<file path="config.mk">
export PLATFORM = sky130hd
export DESIGN_NAME = byte_ring_buffer_fifo_top_flat
export DESIGN_NICKNAME = d
export VERILOG_FILES = /design/src/hdl/brbf_pkg.sv /design/src/hdl/brbf_if.sv /design/src/hdl/brbf_bank.sv /design/src/hdl/brbf_merge.sv /design/src/hdl/byte_ring_buffer_fifo_top.sv /design/src/flat_wrapper.sv
export VERILOG_INCLUDE_DIRS = /design/src /design/src/hdl
export SDC_FILE = /design/constraint.sdc
export NUM_CORES = 2
export LEC_CHECK = 0
export CORE_MARGIN = 2
export CORE_UTILIZATION = 38
export DETAILED_ROUTE_END_ITERATION = 6
export DONT_BUFFER_PORTS = 1
export HOLD_SLACK_MARGIN = 0.06
export MAX_ROUTING_LAYER = met4
export PLACE_DENSITY_LB_ADDON = 0.05
export SKIP_LAST_GASP = 1
export SLEW_MARGIN = 10
export SYNTH_ARGS = -nofsm -noshare
export SYNTH_HDL_FRONTEND = slang
export SYNTH_SLANG_ARGS = --single-unit
</file>
<file path="constraint.sdc">
create_clock -name clock -period 9.2 [get_ports clock]
set_input_delay 2.3 -clock clock [delete_from_list [all_inputs] [get_ports clock]]
set_output_delay 2.3 -clock clock [all_outputs]
set_load 0.005 [all_outputs]
</file>
<file path="src/hdl/assert_macros.svh">
// Concurrent assertion helpers; define ASSERT_OFF to drop them.
`ifndef ASSERT_MACROS_SVH
`define ASSERT_MACROS_SVH

`ifndef ASSERT_OFF

`define ASSERT_ALWAYS(label, clk, rst, expr) \
   label: assert property (@(posedge clk) disable iff (rst) (expr)) \
      else $error("assertion failed");

`define ASSERT_IMPLIES(label, clk, rst, ante, cons) \
   label: assert property (@(posedge clk) disable iff (rst) (ante) |-> (cons)) \
      else $error("assertion failed");

`define ASSERT_NEXT(label, clk, rst, ante, cons) \
   label: assert property (@(posedge clk) disable iff (rst) (ante) |=> (cons)) \
      else $error("assertion failed");

`else

`define ASSERT_ALWAYS(label, clk, rst, expr)
`define ASSERT_IMPLIES(label, clk, rst, ante, cons)
`define ASSERT_NEXT(label, clk, rst, ante, cons)

`endif

`endif

</file>
<file path="src/hdl/brbf_pkg.sv">
package brbf_pkg;

   localparam int DEPTH_DEF  = 256;
   localparam int LANES_DEF  = 8;

   localparam int ACTION_W   = 2;
   localparam int LEN_W      = 4;
   localparam int DATA_W     = 64;
   localparam int STAT_W     = 8;
   localparam int RING_CFG_W = 9;
   localparam int RING_RESET = 256;

   typedef enum logic [ACTION_W-1:0] {
      ACT_WRITE = 2'd0,
      ACT_READ  = 2'd1,
      ACT_PEEK  = 2'd2,
      ACT_QUERY = 2'd3
   } action_type;

   typedef struct packed {
      logic wr_en;
      logic rd_en;
   } bank_op_type;

endpackage

</file>
<file path="src/hdl/brbf_if.sv">
interface brbf_req_if import brbf_pkg::*; ();
   logic                valid;
   logic                ready;
   logic [ACTION_W-1:0] action;
   logic [LEN_W-1:0]    length;
   logic [DATA_W-1:0]   write_data;

   modport source (output valid, output action, output length, output write_data,
                   input ready);
   modport sink   (input valid, input action, input length, input write_data,
                   output ready);
endinterface

interface brbf_rsp_if import brbf_pkg::*; ();
   logic              valid;
   logic              ready;
   logic [LEN_W-1:0]  count;
   logic [DATA_W-1:0] read_data;
   logic [STAT_W-1:0] fill_level;
   logic [STAT_W-1:0] free_space;
   logic [STAT_W-1:0] read_position;
   logic [STAT_W-1:0] read_run;
   logic [STAT_W-1:0] write_position;
   logic [STAT_W-1:0] write_run;

   modport source (output valid, output count, output read_data, output fill_level,
                   output free_space, output read_position, output read_run,
                   output write_position, output write_run, input ready);
   modport sink   (input valid, input count, input read_data, input fill_level,
                   input free_space, input read_position, input read_run,
                   input write_position, input write_run, output ready);
endinterface

</file>
<file path="src/hdl/brbf_bank.sv">
module brbf_bank import brbf_pkg::*; #(
   parameter int LANES = LANES_DEF,
   parameter int ROWS  = DEPTH_DEF / LANES_DEF,
   parameter int BANK  = 0
) (
   input  logic                                          clock,
   input  bank_op_type                                   op,
   input  logic [((LANES > 1) ? $clog2(LANES) : 1)-1:0]  wr_bank,
   input  logic [((ROWS > 1) ? $clog2(ROWS) : 1)-1:0]    wr_row,
   input  logic [LEN_W-1:0]                              wr_len,
   input  logic [LANES-1:0][7:0]                         wr_data,
   input  logic [((LANES > 1) ? $clog2(LANES) : 1)-1:0]  rd_bank,
   input  logic [((ROWS > 1) ? $clog2(ROWS) : 1)-1:0]    rd_row,
   output logic [7:0]                                    rd_data
);

   localparam int BW = (LANES > 1) ? $clog2(LANES) : 1;
   localparam int RW = (ROWS > 1) ? $clog2(ROWS) : 1;

   logic [7:0]    store_ff [ROWS];
   logic [7:0]    rd_data_ff;
   logic [BW:0]   wr_wrap;
   logic [BW-1:0] wr_lane;
   logic [RW-1:0] wr_row_next;
   logic [RW-1:0] wr_addr;
   logic          wr_hit;
   logic [RW-1:0] rd_row_next;
   logic [RW-1:0] rd_addr;

   assign wr_wrap     = (BW+1)'(BANK) + (BW+1)'(LANES) - {1'b0, wr_bank};
   assign wr_lane     = (BW'(BANK) >= wr_bank) ? BW'(BANK) - wr_bank : wr_wrap[BW-1:0];
   assign wr_row_next = (wr_row == RW'(ROWS - 1)) ? '0 : wr_row + 1'b1;
   assign wr_addr     = (BW'(BANK) < wr_bank) ? wr_row_next : wr_row;
   assign wr_hit      = op.wr_en && (LEN_W'(wr_lane) < wr_len);

   assign rd_row_next = (rd_row == RW'(ROWS - 1)) ? '0 : rd_row + 1'b1;
   assign rd_addr     = (BW'(BANK) < rd_bank) ? rd_row_next : rd_row;

   always_ff @(posedge clock) begin
      if (wr_hit) begin
         store_ff[wr_addr] <= wr_data[wr_lane];
      end
      if (op.rd_en) begin
         rd_data_ff <= store_ff[rd_addr];
      end
   end

   assign rd_data = rd_data_ff;

endmodule

</file>
<file path="src/hdl/brbf_merge.sv">
module brbf_merge import brbf_pkg::*; #(
   parameter int LANES = LANES_DEF
) (
   input  logic [LANES-1:0][7:0]                         bank_data,
   input  logic [((LANES > 1) ? $clog2(LANES) : 1)-1:0]  rot,
   input  logic [LEN_W-1:0]                              cnt,
   output logic [DATA_W-1:0]                             read_data
);

   localparam int BW = (LANES > 1) ? $clog2(LANES) : 1;

   logic [LANES-1:0][7:0] lane_bytes;

   for (genvar j = 0; j < LANES; j++) begin : g_lane
      logic [BW:0] sum;
      logic [BW:0] idx;
      assign sum = (BW+1)'(rot) + (BW+1)'(j);
      assign idx = (sum >= (BW+1)'(LANES)) ? sum - (BW+1)'(LANES) : sum;
      assign lane_bytes[j] = (LEN_W'(j) < cnt) ? bank_data[idx[BW-1:0]] : 8'd0;
   end

   assign read_data = DATA_W'(lane_bytes);

endmodule

</file>
<file path="src/hdl/byte_ring_buffer_fifo_top.sv">
// Byte ring buffer with one slot always kept empty.
// req_chan carries one item: action (write, read, peek, query), a length of up
// to LANES bytes and the write bytes. rsp_chan returns one item per request:
// byte count, read bytes and the ring status after the action.
// csr_write_enable with csr_write_data sets the ring size (clamped to 2..DEPTH)
// and empties the ring; write it only while the block is idle.
// Flow: an accepted item goes through the EXEC and MERGE states; its result is
// registered on leaving MERGE, and only then does the block return to IDLE and
// take the next item. This is set by the registered read port of the byte banks:
// index check and bank access happen in EXEC, lane merge and status in MERGE.
// The bytes sit in LANES banks, each one byte wide with DEPTH/LANES rows
// (rounded up), so up to LANES bytes go in or out in one access.
// Reset empties the ring and sets the ring size to 256 (or DEPTH if smaller);
// bank contents are not cleared and need no clearing pass.
// When the receiver stalls, the result is held in the output register and
// req_chan.ready stays low once the next result is ready to be loaded.
`include "assert_macros.svh"

module byte_ring_buffer_fifo_top import brbf_pkg::*; #(
   parameter int DEPTH = DEPTH_DEF,
   parameter int LANES = LANES_DEF
) (
   input  logic                  clock,
   input  logic                  reset,
   input  logic                  csr_write_enable,
   input  logic [RING_CFG_W-1:0] csr_write_data,
   brbf_req_if.sink              req_chan,
   brbf_rsp_if.source            rsp_chan
);

   localparam int ROWS   = (DEPTH + LANES - 1) / LANES;
   localparam int BW     = (LANES > 1) ? $clog2(LANES) : 1;
   localparam int RW     = (ROWS > 1) ? $clog2(ROWS) : 1;
   localparam int RS_W   = $clog2(DEPTH + 1);
   localparam int IDX_W  = (DEPTH > 1) ? $clog2(DEPTH) : 1;
   localparam int CW     = (RS_W > LEN_W) ? RS_W : LEN_W;
   localparam int RING_0 = (RING_RESET > DEPTH) ? DEPTH : RING_RESET;

   typedef enum logic [1:0] {
      ST_IDLE,
      ST_EXEC,
      ST_MERGE
   } state_type;

   state_type             state_ff, state_in;
   action_type            act_ff, act_in;
   logic [LEN_W-1:0]      len_ff, len_in;
   logic [LANES-1:0][7:0] wdata_ff, wdata_in;
   logic [RS_W-1:0]       ring_ff, ring_in;
   logic [IDX_W-1:0]      head_ff, head_in;
   logic [IDX_W-1:0]      tail_ff, tail_in;
   logic [BW-1:0]         wb_ff, wb_in;
   logic [RW-1:0]         wr_ff, wr_in;
   logic [BW-1:0]         rb_ff, rb_in;
   logic [RW-1:0]         rr_ff, rr_in;
   logic [LEN_W-1:0]      cnt_ff, cnt_in;
   logic [BW-1:0]         rot_ff, rot_in;
   logic                  rsp_valid_ff, rsp_valid_in;
   logic [LEN_W-1:0]      rsp_count_ff, rsp_count_in;
   logic [DATA_W-1:0]     rsp_data_ff, rsp_data_in;
   logic [STAT_W-1:0]     rsp_fill_ff, rsp_fill_in;
   logic [STAT_W-1:0]     rsp_free_ff, rsp_free_in;
   logic [STAT_W-1:0]     rsp_rpos_ff, rsp_rpos_in;
   logic [STAT_W-1:0]     rsp_rrun_ff, rsp_rrun_in;
   logic [STAT_W-1:0]     rsp_wpos_ff, rsp_wpos_in;
   logic [STAT_W-1:0]     rsp_wrun_ff, rsp_wrun_in;

   logic [RS_W-1:0]       cfg_ring;
   logic [LEN_W-1:0]      req_len;
   logic [CW-1:0]         fill_x, avail_x;
   logic                  wr_ok, is_rd;
   logic [LEN_W-1:0]      rd_cnt;
   logic [CW:0]           head_sum, tail_sum;
   logic [BW+1:0]         wb_sum, rb_sum;
   logic [CW-1:0]         rrun_m, wrun_m;
   logic [CW-1:0]         to_end_r, to_end_w;
   bank_op_type           bank_op;
   logic [LANES-1:0][7:0] bank_data;
   logic [DATA_W-1:0]     merged;
   logic                  out_free;

   // clamp the configured ring size to 2..DEPTH
   always_comb begin
      if (csr_write_data < RING_CFG_W'(2)) begin
         cfg_ring = RS_W'(2);
      end else if (32'(csr_write_data) > 32'(DEPTH)) begin
         cfg_ring = RS_W'(DEPTH);
      end else begin
         cfg_ring = RS_W'(csr_write_data);
      end
   end

   assign req_len = (req_chan.length > LEN_W'(LANES)) ? LEN_W'(LANES) : req_chan.length;

   assign fill_x  = (head_ff >= tail_ff) ? CW'(head_ff) - CW'(tail_ff)
                                         : CW'(ring_ff) - (CW'(tail_ff) - CW'(head_ff));
   assign avail_x = CW'(ring_ff) - fill_x - 1'b1;
   assign is_rd   = (act_ff == ACT_READ) || (act_ff == ACT_PEEK);
   assign wr_ok   = (act_ff == ACT_WRITE) && (CW'(len_ff) <= avail_x) && (len_ff != '0);
   assign rd_cnt  = (CW'(len_ff) < fill_x) ? len_ff : LEN_W'(fill_x);

   assign head_sum = (CW+1)'(head_ff) + (CW+1)'(len_ff);
   assign tail_sum = (CW+1)'(tail_ff) + (CW+1)'(rd_cnt);
   assign wb_sum   = (BW+2)'(wb_ff) + (BW+2)'(len_ff);
   assign rb_sum   = (BW+2)'(rb_ff) + (BW+2)'(rd_cnt);

   assign to_end_r = CW'(ring_ff) - CW'(tail_ff);
   assign to_end_w = CW'(ring_ff) - CW'(head_ff);
   assign rrun_m   = (to_end_r > fill_x) ? fill_x : to_end_r;
   assign wrun_m   = (to_end_w > avail_x) ? avail_x : to_end_w;

   assign bank_op.wr_en = (state_ff == ST_EXEC) && wr_ok;
   assign bank_op.rd_en = (state_ff == ST_EXEC) && is_rd;

   for (genvar b = 0; b < LANES; b++) begin : g_bank
      brbf_bank #(
         .LANES (LANES),
         .ROWS  (ROWS),
         .BANK  (b)
      ) u_bank (
         .clock   (clock),
         .op      (bank_op),
         .wr_bank (wb_ff),
         .wr_row  (wr_ff),
         .wr_len  (len_ff),
         .wr_data (wdata_ff),
         .rd_bank (rb_ff),
         .rd_row  (rr_ff),
         .rd_data (bank_data[b])
      );
   end

   brbf_merge #(
      .LANES (LANES)
   ) u_merge (
      .bank_data (bank_data),
      .rot       (rot_ff),
      .cnt       (cnt_ff),
      .read_data (merged)
   );

   assign out_free = !rsp_valid_ff || rsp_chan.ready;

   always_comb begin
      state_in     = state_ff;
      act_in       = act_ff;
      len_in       = len_ff;
      wdata_in     = wdata_ff;
      ring_in      = ring_ff;
      head_in      = head_ff;
      tail_in      = tail_ff;
      wb_in        = wb_ff;
      wr_in        = wr_ff;
      rb_in        = rb_ff;
      rr_in        = rr_ff;
      cnt_in       = cnt_ff;
      rot_in       = rot_ff;
      rsp_valid_in = rsp_valid_ff && !rsp_chan.ready;
      rsp_count_in = rsp_count_ff;
      rsp_data_in  = rsp_data_ff;
      rsp_fill_in  = rsp_fill_ff;
      rsp_free_in  = rsp_free_ff;
      rsp_rpos_in  = rsp_rpos_ff;
      rsp_rrun_in  = rsp_rrun_ff;
      rsp_wpos_in  = rsp_wpos_ff;
      rsp_wrun_in  = rsp_wrun_ff;

      unique case (state_ff)
         ST_IDLE: begin
            if (req_chan.valid) begin
               act_in   = action_type'(req_chan.action);
               len_in   = req_len;
               wdata_in = req_chan.write_data[LANES*8-1:0];
               state_in = ST_EXEC;
            end
         end
         ST_EXEC: begin
            rot_in = rb_ff;
            if (wr_ok) begin
               cnt_in  = len_ff;
               head_in = (head_sum >= (CW+1)'(ring_ff)) ? IDX_W'(head_sum - (CW+1)'(ring_ff))
                                                        : IDX_W'(head_sum);
               if (wb_sum >= (BW+2)'(LANES)) begin
                  wb_in = BW'(wb_sum - (BW+2)'(LANES));
                  wr_in = (wr_ff == RW'(ROWS - 1)) ? '0 : wr_ff + 1'b1;
               end else begin
                  wb_in = BW'(wb_sum);
               end
            end else if (is_rd) begin
               cnt_in = rd_cnt;
            end else begin
               cnt_in = '0;
            end
            if (act_ff == ACT_READ) begin
               tail_in = (tail_sum >= (CW+1)'(ring_ff)) ? IDX_W'(tail_sum - (CW+1)'(ring_ff))
                                                        : IDX_W'(tail_sum);
               if (rb_sum >= (BW+2)'(LANES)) begin
                  rb_in = BW'(rb_sum - (BW+2)'(LANES));
                  rr_in = (rr_ff == RW'(ROWS - 1)) ? '0 : rr_ff + 1'b1;
               end else begin
                  rb_in = BW'(rb_sum);
               end
            end
            state_in = ST_MERGE;
         end
         ST_MERGE: begin
            if (out_free) begin
               rsp_valid_in = 1'b1;
               rsp_count_in = cnt_ff;
               rsp_data_in  = is_rd ? merged : '0;
               rsp_fill_in  = STAT_W'(fill_x);
               rsp_free_in  = STAT_W'(avail_x);
               rsp_rpos_in  = STAT_W'(tail_ff);
               rsp_rrun_in  = STAT_W'(rrun_m);
               rsp_wpos_in  = STAT_W'(head_ff);
               rsp_wrun_in  = STAT_W'(wrun_m);
               state_in     = ST_IDLE;
            end
         end
         default: begin
            state_in = ST_IDLE;
         end
      endcase

      // a ring size write empties the ring
      if (csr_write_enable) begin
         ring_in = cfg_ring;
         head_in = '0;
         tail_in = '0;
         wb_in   = '0;
         wr_in   = '0;
         rb_in   = '0;
         rr_in   = '0;
      end
   end

   always_ff @(posedge clock) begin
      if (reset) begin
         state_ff     <= ST_IDLE;
         rsp_valid_ff <= 1'b0;
         ring_ff      <= RS_W'(RING_0);
         head_ff      <= '0;
         tail_ff      <= '0;
         wb_ff        <= '0;
         wr_ff        <= '0;
         rb_ff        <= '0;
         rr_ff        <= '0;
      end else begin
         state_ff     <= state_in;
         rsp_valid_ff <= rsp_valid_in;
         ring_ff      <= ring_in;
         head_ff      <= head_in;
         tail_ff      <= tail_in;
         wb_ff        <= wb_in;
         wr_ff        <= wr_in;
         rb_ff        <= rb_in;
         rr_ff        <= rr_in;
      end
      act_ff       <= act_in;
      len_ff       <= len_in;
      wdata_ff     <= wdata_in;
      cnt_ff       <= cnt_in;
      rot_ff       <= rot_in;
      rsp_count_ff <= rsp_count_in;
      rsp_data_ff  <= rsp_data_in;
      rsp_fill_ff  <= rsp_fill_in;
      rsp_free_ff  <= rsp_free_in;
      rsp_rpos_ff  <= rsp_rpos_in;
      rsp_rrun_ff  <= rsp_rrun_in;
      rsp_wpos_ff  <= rsp_wpos_in;
      rsp_wrun_ff  <= rsp_wrun_in;
   end

   assign req_chan.ready          = (state_ff == ST_IDLE);
   assign rsp_chan.valid          = rsp_valid_ff;
   assign rsp_chan.count          = rsp_count_ff;
   assign rsp_chan.read_data      = rsp_data_ff;
   assign rsp_chan.fill_level     = rsp_fill_ff;
   assign rsp_chan.free_space     = rsp_free_ff;
   assign rsp_chan.read_position  = rsp_rpos_ff;
   assign rsp_chan.read_run       = rsp_rrun_ff;
   assign rsp_chan.write_position = rsp_wpos_ff;
   assign rsp_chan.write_run      = rsp_wrun_ff;

   `ASSERT_ALWAYS(a_head_in_ring, clock, reset, CW'(head_ff) < CW'(ring_ff))
   `ASSERT_ALWAYS(a_tail_in_ring, clock, reset, CW'(tail_ff) < CW'(ring_ff))
   `ASSERT_NEXT(a_accept_exec, clock, reset, req_chan.valid && req_chan.ready, state_ff == ST_EXEC)
   `ASSERT_IMPLIES(a_count_bound, clock, reset, state_ff == ST_MERGE, cnt_ff <= LEN_W'(LANES))

endmodule

</file>
<file path="src/flat_wrapper.sv">
// flat-port wrapper written by rule: the top's interface ports become plain ports
module byte_ring_buffer_fifo_top_flat import brbf_pkg::*;
#(
   parameter int DEPTH = DEPTH_DEF,
   parameter int LANES = LANES_DEF
)
  (clock, reset, csr_write_enable, csr_write_data, req_chan_valid, req_chan_action, req_chan_length, req_chan_write_data, req_chan_ready, rsp_chan_valid, rsp_chan_count, rsp_chan_read_data, rsp_chan_fill_level, rsp_chan_free_space, rsp_chan_read_position, rsp_chan_read_run, rsp_chan_write_position, rsp_chan_write_run, rsp_chan_ready);
  brbf_req_if req_chan_i ();
  brbf_rsp_if rsp_chan_i ();
  input  logic clock;
  input  logic reset;
  input  logic csr_write_enable;
  input  logic [RING_CFG_W-1:0] csr_write_data;
  input wire logic [$bits(req_chan_i.valid)-1:0] req_chan_valid;
  input wire logic [$bits(req_chan_i.action)-1:0] req_chan_action;
  input wire logic [$bits(req_chan_i.length)-1:0] req_chan_length;
  input wire logic [$bits(req_chan_i.write_data)-1:0] req_chan_write_data;
  output wire logic [$bits(req_chan_i.ready)-1:0] req_chan_ready;
  output wire logic [$bits(rsp_chan_i.valid)-1:0] rsp_chan_valid;
  output wire logic [$bits(rsp_chan_i.count)-1:0] rsp_chan_count;
  output wire logic [$bits(rsp_chan_i.read_data)-1:0] rsp_chan_read_data;
  output wire logic [$bits(rsp_chan_i.fill_level)-1:0] rsp_chan_fill_level;
  output wire logic [$bits(rsp_chan_i.free_space)-1:0] rsp_chan_free_space;
  output wire logic [$bits(rsp_chan_i.read_position)-1:0] rsp_chan_read_position;
  output wire logic [$bits(rsp_chan_i.read_run)-1:0] rsp_chan_read_run;
  output wire logic [$bits(rsp_chan_i.write_position)-1:0] rsp_chan_write_position;
  output wire logic [$bits(rsp_chan_i.write_run)-1:0] rsp_chan_write_run;
  input wire logic [$bits(rsp_chan_i.ready)-1:0] rsp_chan_ready;
  assign req_chan_i.valid = req_chan_valid;
  assign req_chan_i.action = req_chan_action;
  assign req_chan_i.length = req_chan_length;
  assign req_chan_i.write_data = req_chan_write_data;
  assign req_chan_ready = req_chan_i.ready;
  assign rsp_chan_valid = rsp_chan_i.valid;
  assign rsp_chan_count = rsp_chan_i.count;
  assign rsp_chan_read_data = rsp_chan_i.read_data;
  assign rsp_chan_fill_level = rsp_chan_i.fill_level;
  assign rsp_chan_free_space = rsp_chan_i.free_space;
  assign rsp_chan_read_position = rsp_chan_i.read_position;
  assign rsp_chan_read_run = rsp_chan_i.read_run;
  assign rsp_chan_write_position = rsp_chan_i.write_position;
  assign rsp_chan_write_run = rsp_chan_i.write_run;
  assign rsp_chan_i.ready = rsp_chan_ready;
  byte_ring_buffer_fifo_top #(.DEPTH(DEPTH), .LANES(LANES)) u_core (.clock(clock), .reset(reset), .csr_write_enable(csr_write_enable), .csr_write_data(csr_write_data), .req_chan(req_chan_i), .rsp_chan(rsp_chan_i));
endmodule
</file>
==> impl_metrics.prom <==
# TYPE chip_impl_metric gauge
chip_impl_info{name="run_status",value="completed"} 1
chip_impl_info{name="synth_area_leader_cell",value="edfxtp_1"} 1
chip_impl_info{name="start_kind",value="register"} 1
chip_impl_info{name="worstSetupEndpointType",value="register"} 1
chip_impl_metric{name="layout-drive-gt1-share",unit="%"} 20.0
chip_impl_metric{name="async_flop_share",unit="%"} 0
chip_impl_metric{name="worst_clock_skew",unit="ns"} 0.0489
chip_impl_metric{name="multi_input_area",unit="µm²"} 30400
chip_impl_metric{name="timing.final.setup_violations",unit=""} 0
chip_impl_metric{name="timing_worst_slew_pin_value",unit="ns"} 1.31
chip_impl_metric{name="drtPass1Iterations",unit=""} 5
chip_impl_metric{name="report.final.hold_viol_count",unit=""} 0
chip_impl_metric{name="area.sequential",unit="µm²"} 70100
chip_impl_metric{name="clk_slew_on_worst_s_h_paths",unit="ns"} 0.06
chip_impl_metric{name="grt-ovfl-total",unit=""} 0
chip_impl_metric{name="synthesized_flop_and_latch_total",unit=""} 2349
chip_impl_metric{name="leakagePower",unit="nW"} 37.8
chip_impl_metric{name="drv_cap",unit=""} 0
chip_impl_metric{name="post-synth-top-area-fraction",unit="%"} 68.1
chip_impl_metric{name="placement.io_buffers",unit=""} 0
chip_impl_metric{name="power.sequential.fraction",unit="%"} 50.2
chip_impl_info{name="critical_path_class",value="reg -> reg"} 1
chip_impl_metric{name="p_comb_share",unit="%"} 5.4
chip_impl_metric{name="total_power",unit="mW"} 23.9
chip_impl_metric{name="syn2layout_area_growth",unit="%"} 14.1
chip_impl_metric{name="switching_share",unit="%"} 22.7
chip_impl_metric{name="critical_path.max_stage_delay",unit="ns"} 0.51
chip_impl_metric{name="drc",unit=""} 0
chip_impl_metric{name="clock_path_buffers",unit=""} 4
chip_impl_info{name="synthTopCellsByArea",value="edfxtp_1 (68%), mux4_2 (12%), nand2_1 (3.8%)"} 1
chip_impl_metric{name="antenna_found_initial",unit=""} 17
chip_impl_info{name="mostFrequentLayoutCells",value="edfxtp_1 (2305), nand2_1 (1017), mux4_2 (528)"} 1
chip_impl_metric{name="highest_net_fanout_along_the_worst_path",unit=""} 8
chip_impl_metric{name="cellInternalPower",unit="mW"} 18.4
chip_impl_metric{name="timing.reg2reg.setup_slack",unit="ns"} 1.11
chip_impl_metric{name="rows",unit=""} 189
chip_impl_metric{name="finalWirelength",unit="µm"} 319000
chip_impl_metric{name="first_pass_grt_wire_length",unit="µm"} 451000
chip_impl_metric{name="fmaxAchievable",unit="MHz"} 124
chip_impl_metric{name="fin_util",unit="%"} 43.7
chip_impl_metric{name="die-height",unit="µm"} 521
chip_impl_metric{name="cp_data_required_time",unit="ns"} 9.98
chip_impl_metric{name="ys_warn_count",unit=""} 0
chip_impl_metric{name="ys_types",unit=""} 82
chip_impl_metric{name="via_total_after_detailed_routing",unit=""} 59300
chip_impl_metric{name="nFillCells",unit=""} 23500
chip_impl_metric{name="ioPinCount",unit=""} 202
chip_impl_metric{name="post_cts_resize_count",unit=""} 0
chip_impl_metric{name="detail-route-antenna-nets",unit=""} 0
chip_impl_info{name="final_common_cell",value="edfxtp_1"} 1
chip_impl_metric{name="design.die.area",unit="µm²"} 272000
chip_impl_metric{name="synth-edff-count",unit=""} 2305
chip_impl_metric{name="start_util",unit="%"} 38.3
chip_impl_info{name="ys.flop_type",value="edfxtp_1"} 1
chip_impl_metric{name="maxSlewHeadroom",unit="%"} 12.6
chip_impl_info{name="worst_path_max_delay_cell",value="fa_1"} 1
chip_impl_metric{name="post-cts-setup-buffers",unit=""} 0
chip_impl_metric{name="design.core.area",unit="µm²"} 266000
chip_impl_metric{name="avgSynthCellArea",unit="µm²"} 15.8
chip_impl_metric{name="grt_util_all_layers",unit="%"} 23.8
chip_impl_info{name="rsz0062_at_grt",value="no"} 1
chip_impl_metric{name="holdBufCountCts",unit=""} 0
chip_impl_metric{name="power_frac_clock",unit="%"} 44.4
chip_impl_metric{name="initialDrtViolationCount",unit=""} 5799
chip_impl_metric{name="tritoncts.num_buffers",unit=""} 270
chip_impl_metric{name="via_to_cell_ratio",unit=""} 5.73
chip_impl_metric{name="switching_power",unit="mW"} 5.43
chip_impl_metric{name="synthesis.nets",unit=""} 6666
chip_impl_metric{name="critical_path_arrival",unit="ns"} 8.87
chip_impl_metric{name="clkSinkCount",unit=""} 2349
chip_impl_metric{name="cell_area_after_synthesis",unit="µm²"} 102000
chip_impl_metric{name="grt_max_degree",unit=""} 123
chip_impl_metric{name="synth_seq_area_share",unit="%"} 69.0
chip_impl_metric{name="timing.final.crit_period",unit="ns"} 8.09
chip_impl_metric{name="grt_pass1_vias",unit=""} 58400
chip_impl_metric{name="power_density",unit="nW/µm²"} 206
chip_impl_metric{name="period_share",unit="%"} 88.0
chip_impl_info{name="cts_root_buf",value="clkbuf_16"} 1
chip_impl_metric{name="setup_total_negative_slack",unit="ns"} 0
chip_impl_metric{name="syn-instance-count",unit=""} 6442
chip_impl_metric{name="worst_skew_pair.late_latency",unit="ns"} 0.89
chip_impl_metric{name="finalWeightedCongestion",unit=""} 0.870
chip_impl_metric{name="finalMaxSlewViolations",unit=""} 0
chip_impl_metric{name="ir_worst_vdd",unit="V"} 0.000135
chip_impl_metric{name="wl_per_cell",unit="µm"} 30.8
chip_impl_metric{name="nets",unit=""} 6816
chip_impl_metric{name="post-dp-hpwl",unit="µm"} 214000
chip_impl_metric{name="die_width",unit="µm"} 521
chip_impl_info{name="tritoncts_clock_tree",value="yes"} 1
chip_impl_metric{name="h-tree-depth",unit=""} 5
chip_impl_info{name="timing.hold.worst.class",value="reg -> reg"} 1
-- final timing paths --
check                                                    start                                          end  cells past startpoint
worst max-delay path            u_core.tail_ff[1]$_SDFFE_PP0P_               u_core.tail_ff[0]$_SDFFE_PP0P_                     28
worst min register to register  u_core.head_ff[6]$_SDFFE_PP0P_  u_core.rsp_chan.write_position[6]$_DFFE_PP_                      0
worst min-delay path            u_core.head_ff[6]$_SDFFE_PP0P_  u_core.rsp_chan.write_position[6]$_DFFE_PP_                      0
worst max register to register  u_core.tail_ff[1]$_SDFFE_PP0P_               u_core.tail_ff[0]$_SDFFE_PP0P_                     28
-- per-layer routing --
layer / part of all wire [%] / vias to the layer above / GRT usage [%] / wire length [µm]
li1: - / 25600 / - / -
met1: 45 / 31300 / 33.9 / 145000
met2: 47 / 1940 / 36.5 / 149000
met3: 5.3 / 435 / 2.74 / 16900
met4: 2.8 / 0 / 6.33 / 9010
met5: 0 / - / - / 0
-- critical path: cells and delay by family, from the launching register on --
kind	cells	cell delay [ns]
AO/OA/AOI/OAI	10	2.45
adder cells (fa/ha/maj)	5	1.73
AND/OR/NAND/NOR	7	1.99
flip-flops	1	0.46
multiplexers	2	0.87
buffers and inverters	4	0.48
-- state kept, by name (all words and copies together), names as in the netlist, 4 cells and up --
register,flops
u_core.cnt_ff,4
u_core.g_bank.u_bank.rd_data,64
u_core.g_bank.u_bank.store_ff,2048
u_core.head_ff,8
u_core.len_ff,4
u_core.ring_ff,9
u_core.rr_ff,5
u_core.rsp_chan.count,4
u_core.rsp_chan.fill_level,8
u_core.rsp_chan.free_space,8
u_core.rsp_chan.read_data,64
u_core.rsp_chan.read_position,8
u_core.rsp_chan.read_run,8
u_core.rsp_chan.write_position,8
u_core.rsp_chan.write_run,8
u_core.tail_ff,8
u_core.wdata_ff,64
u_core.wr_ff,5
-- logic make-up (layout without fill, tap and decap cells) --
| kind of cell | after synthesis | count (layout) | share of synthesized area (%) |
|---|---|---|---|
| flip-flops | 2349 | 2349 | 69.0 |
| AND/OR/NAND/NOR | 1940 | 1940 | 8.64 |
| multiplexers | 629 | 629 | 12.7 |
| other | 0 | 5 | 0 |
| AO/OA/AOI/OAI | 821 | 821 | 5.36 |
| XOR/XNOR | 62 | 62 | 0.534 |
| adder cells (fa/ha/maj) | 142 | 142 | 1.88 |
| buffers and inverters | 499 | 861 | 1.90 |
-- cell type report --
| cell class | count | area share [%] |
|---|---|---|
| Clock inverter | 147 | 1.21 |
| Antenna cell | 5 | 0.0108 |
| Clock buffer | 337 | 6.23 |
| Multi-Input combinational cell | 3594 | 26.2 |
| Tap cell | 3533 | 3.81 |
| Inverter | 124 | 0.406 |
| Sequential cell | 2349 | 60.5 |
| Timing Repair Buffer | 253 | 1.66 |
-- synthesized netlist by cell type, drive strengths merged, types with 4 or more instances --
cell type	instances
xor2	18
or3	7
a31oi	77
a211oi	205
ha	122
or2	9
a311oi	66
nor2b	23
dfxtp	44
xnor2	44
nor3b	36
nor3	174
mux2	34
and3	32
and2	142
inv	117
nand3	213
mux2i	67
and4	5
a21o	41
o21a	24
clkbuf	281
o211a	5
o31ai	12
mux4	528
o32ai	9
a21oi	182
nand2b	16
nor4	55
o22ai	4
o21bai	6
fa	18
edfxtp	2305
o211ai	18
nand2	1037
clkinv	7
buf	94
a21boi	4
nor2	175
o21ai	137
nand4	8
-- power groups by stage --
stage / Clock (mW) / Combinational, mW / Sequential, mW
after floorplan: 0 / 0.727 / 12.2
after global placement: 0 / 1.30 / 12.2
after detailed placement: 0 / 1.30 / 12.2
after CTS: 10.8 / 1.30 / 12.0
after global routing: 11.2 / 1.39 / 12.0
final: 10.6 / 1.29 / 12.0
-- stage by stage --
stage               hold slack (ns)  instance area [µm²]  instances  setup slack, ns
CTS                           0.501               116000      10300             1.21
detailed placement            0.487               107000       9853             1.26
floorplan                     0.424               102000       6442             1.04
finish                        0.505               116000      10300             1.11
global route                  0.519               116000      10300            0.556
global placement              0.473               107000       9853             1.36
No activity file was read; power rests on OpenSTA's default activity.
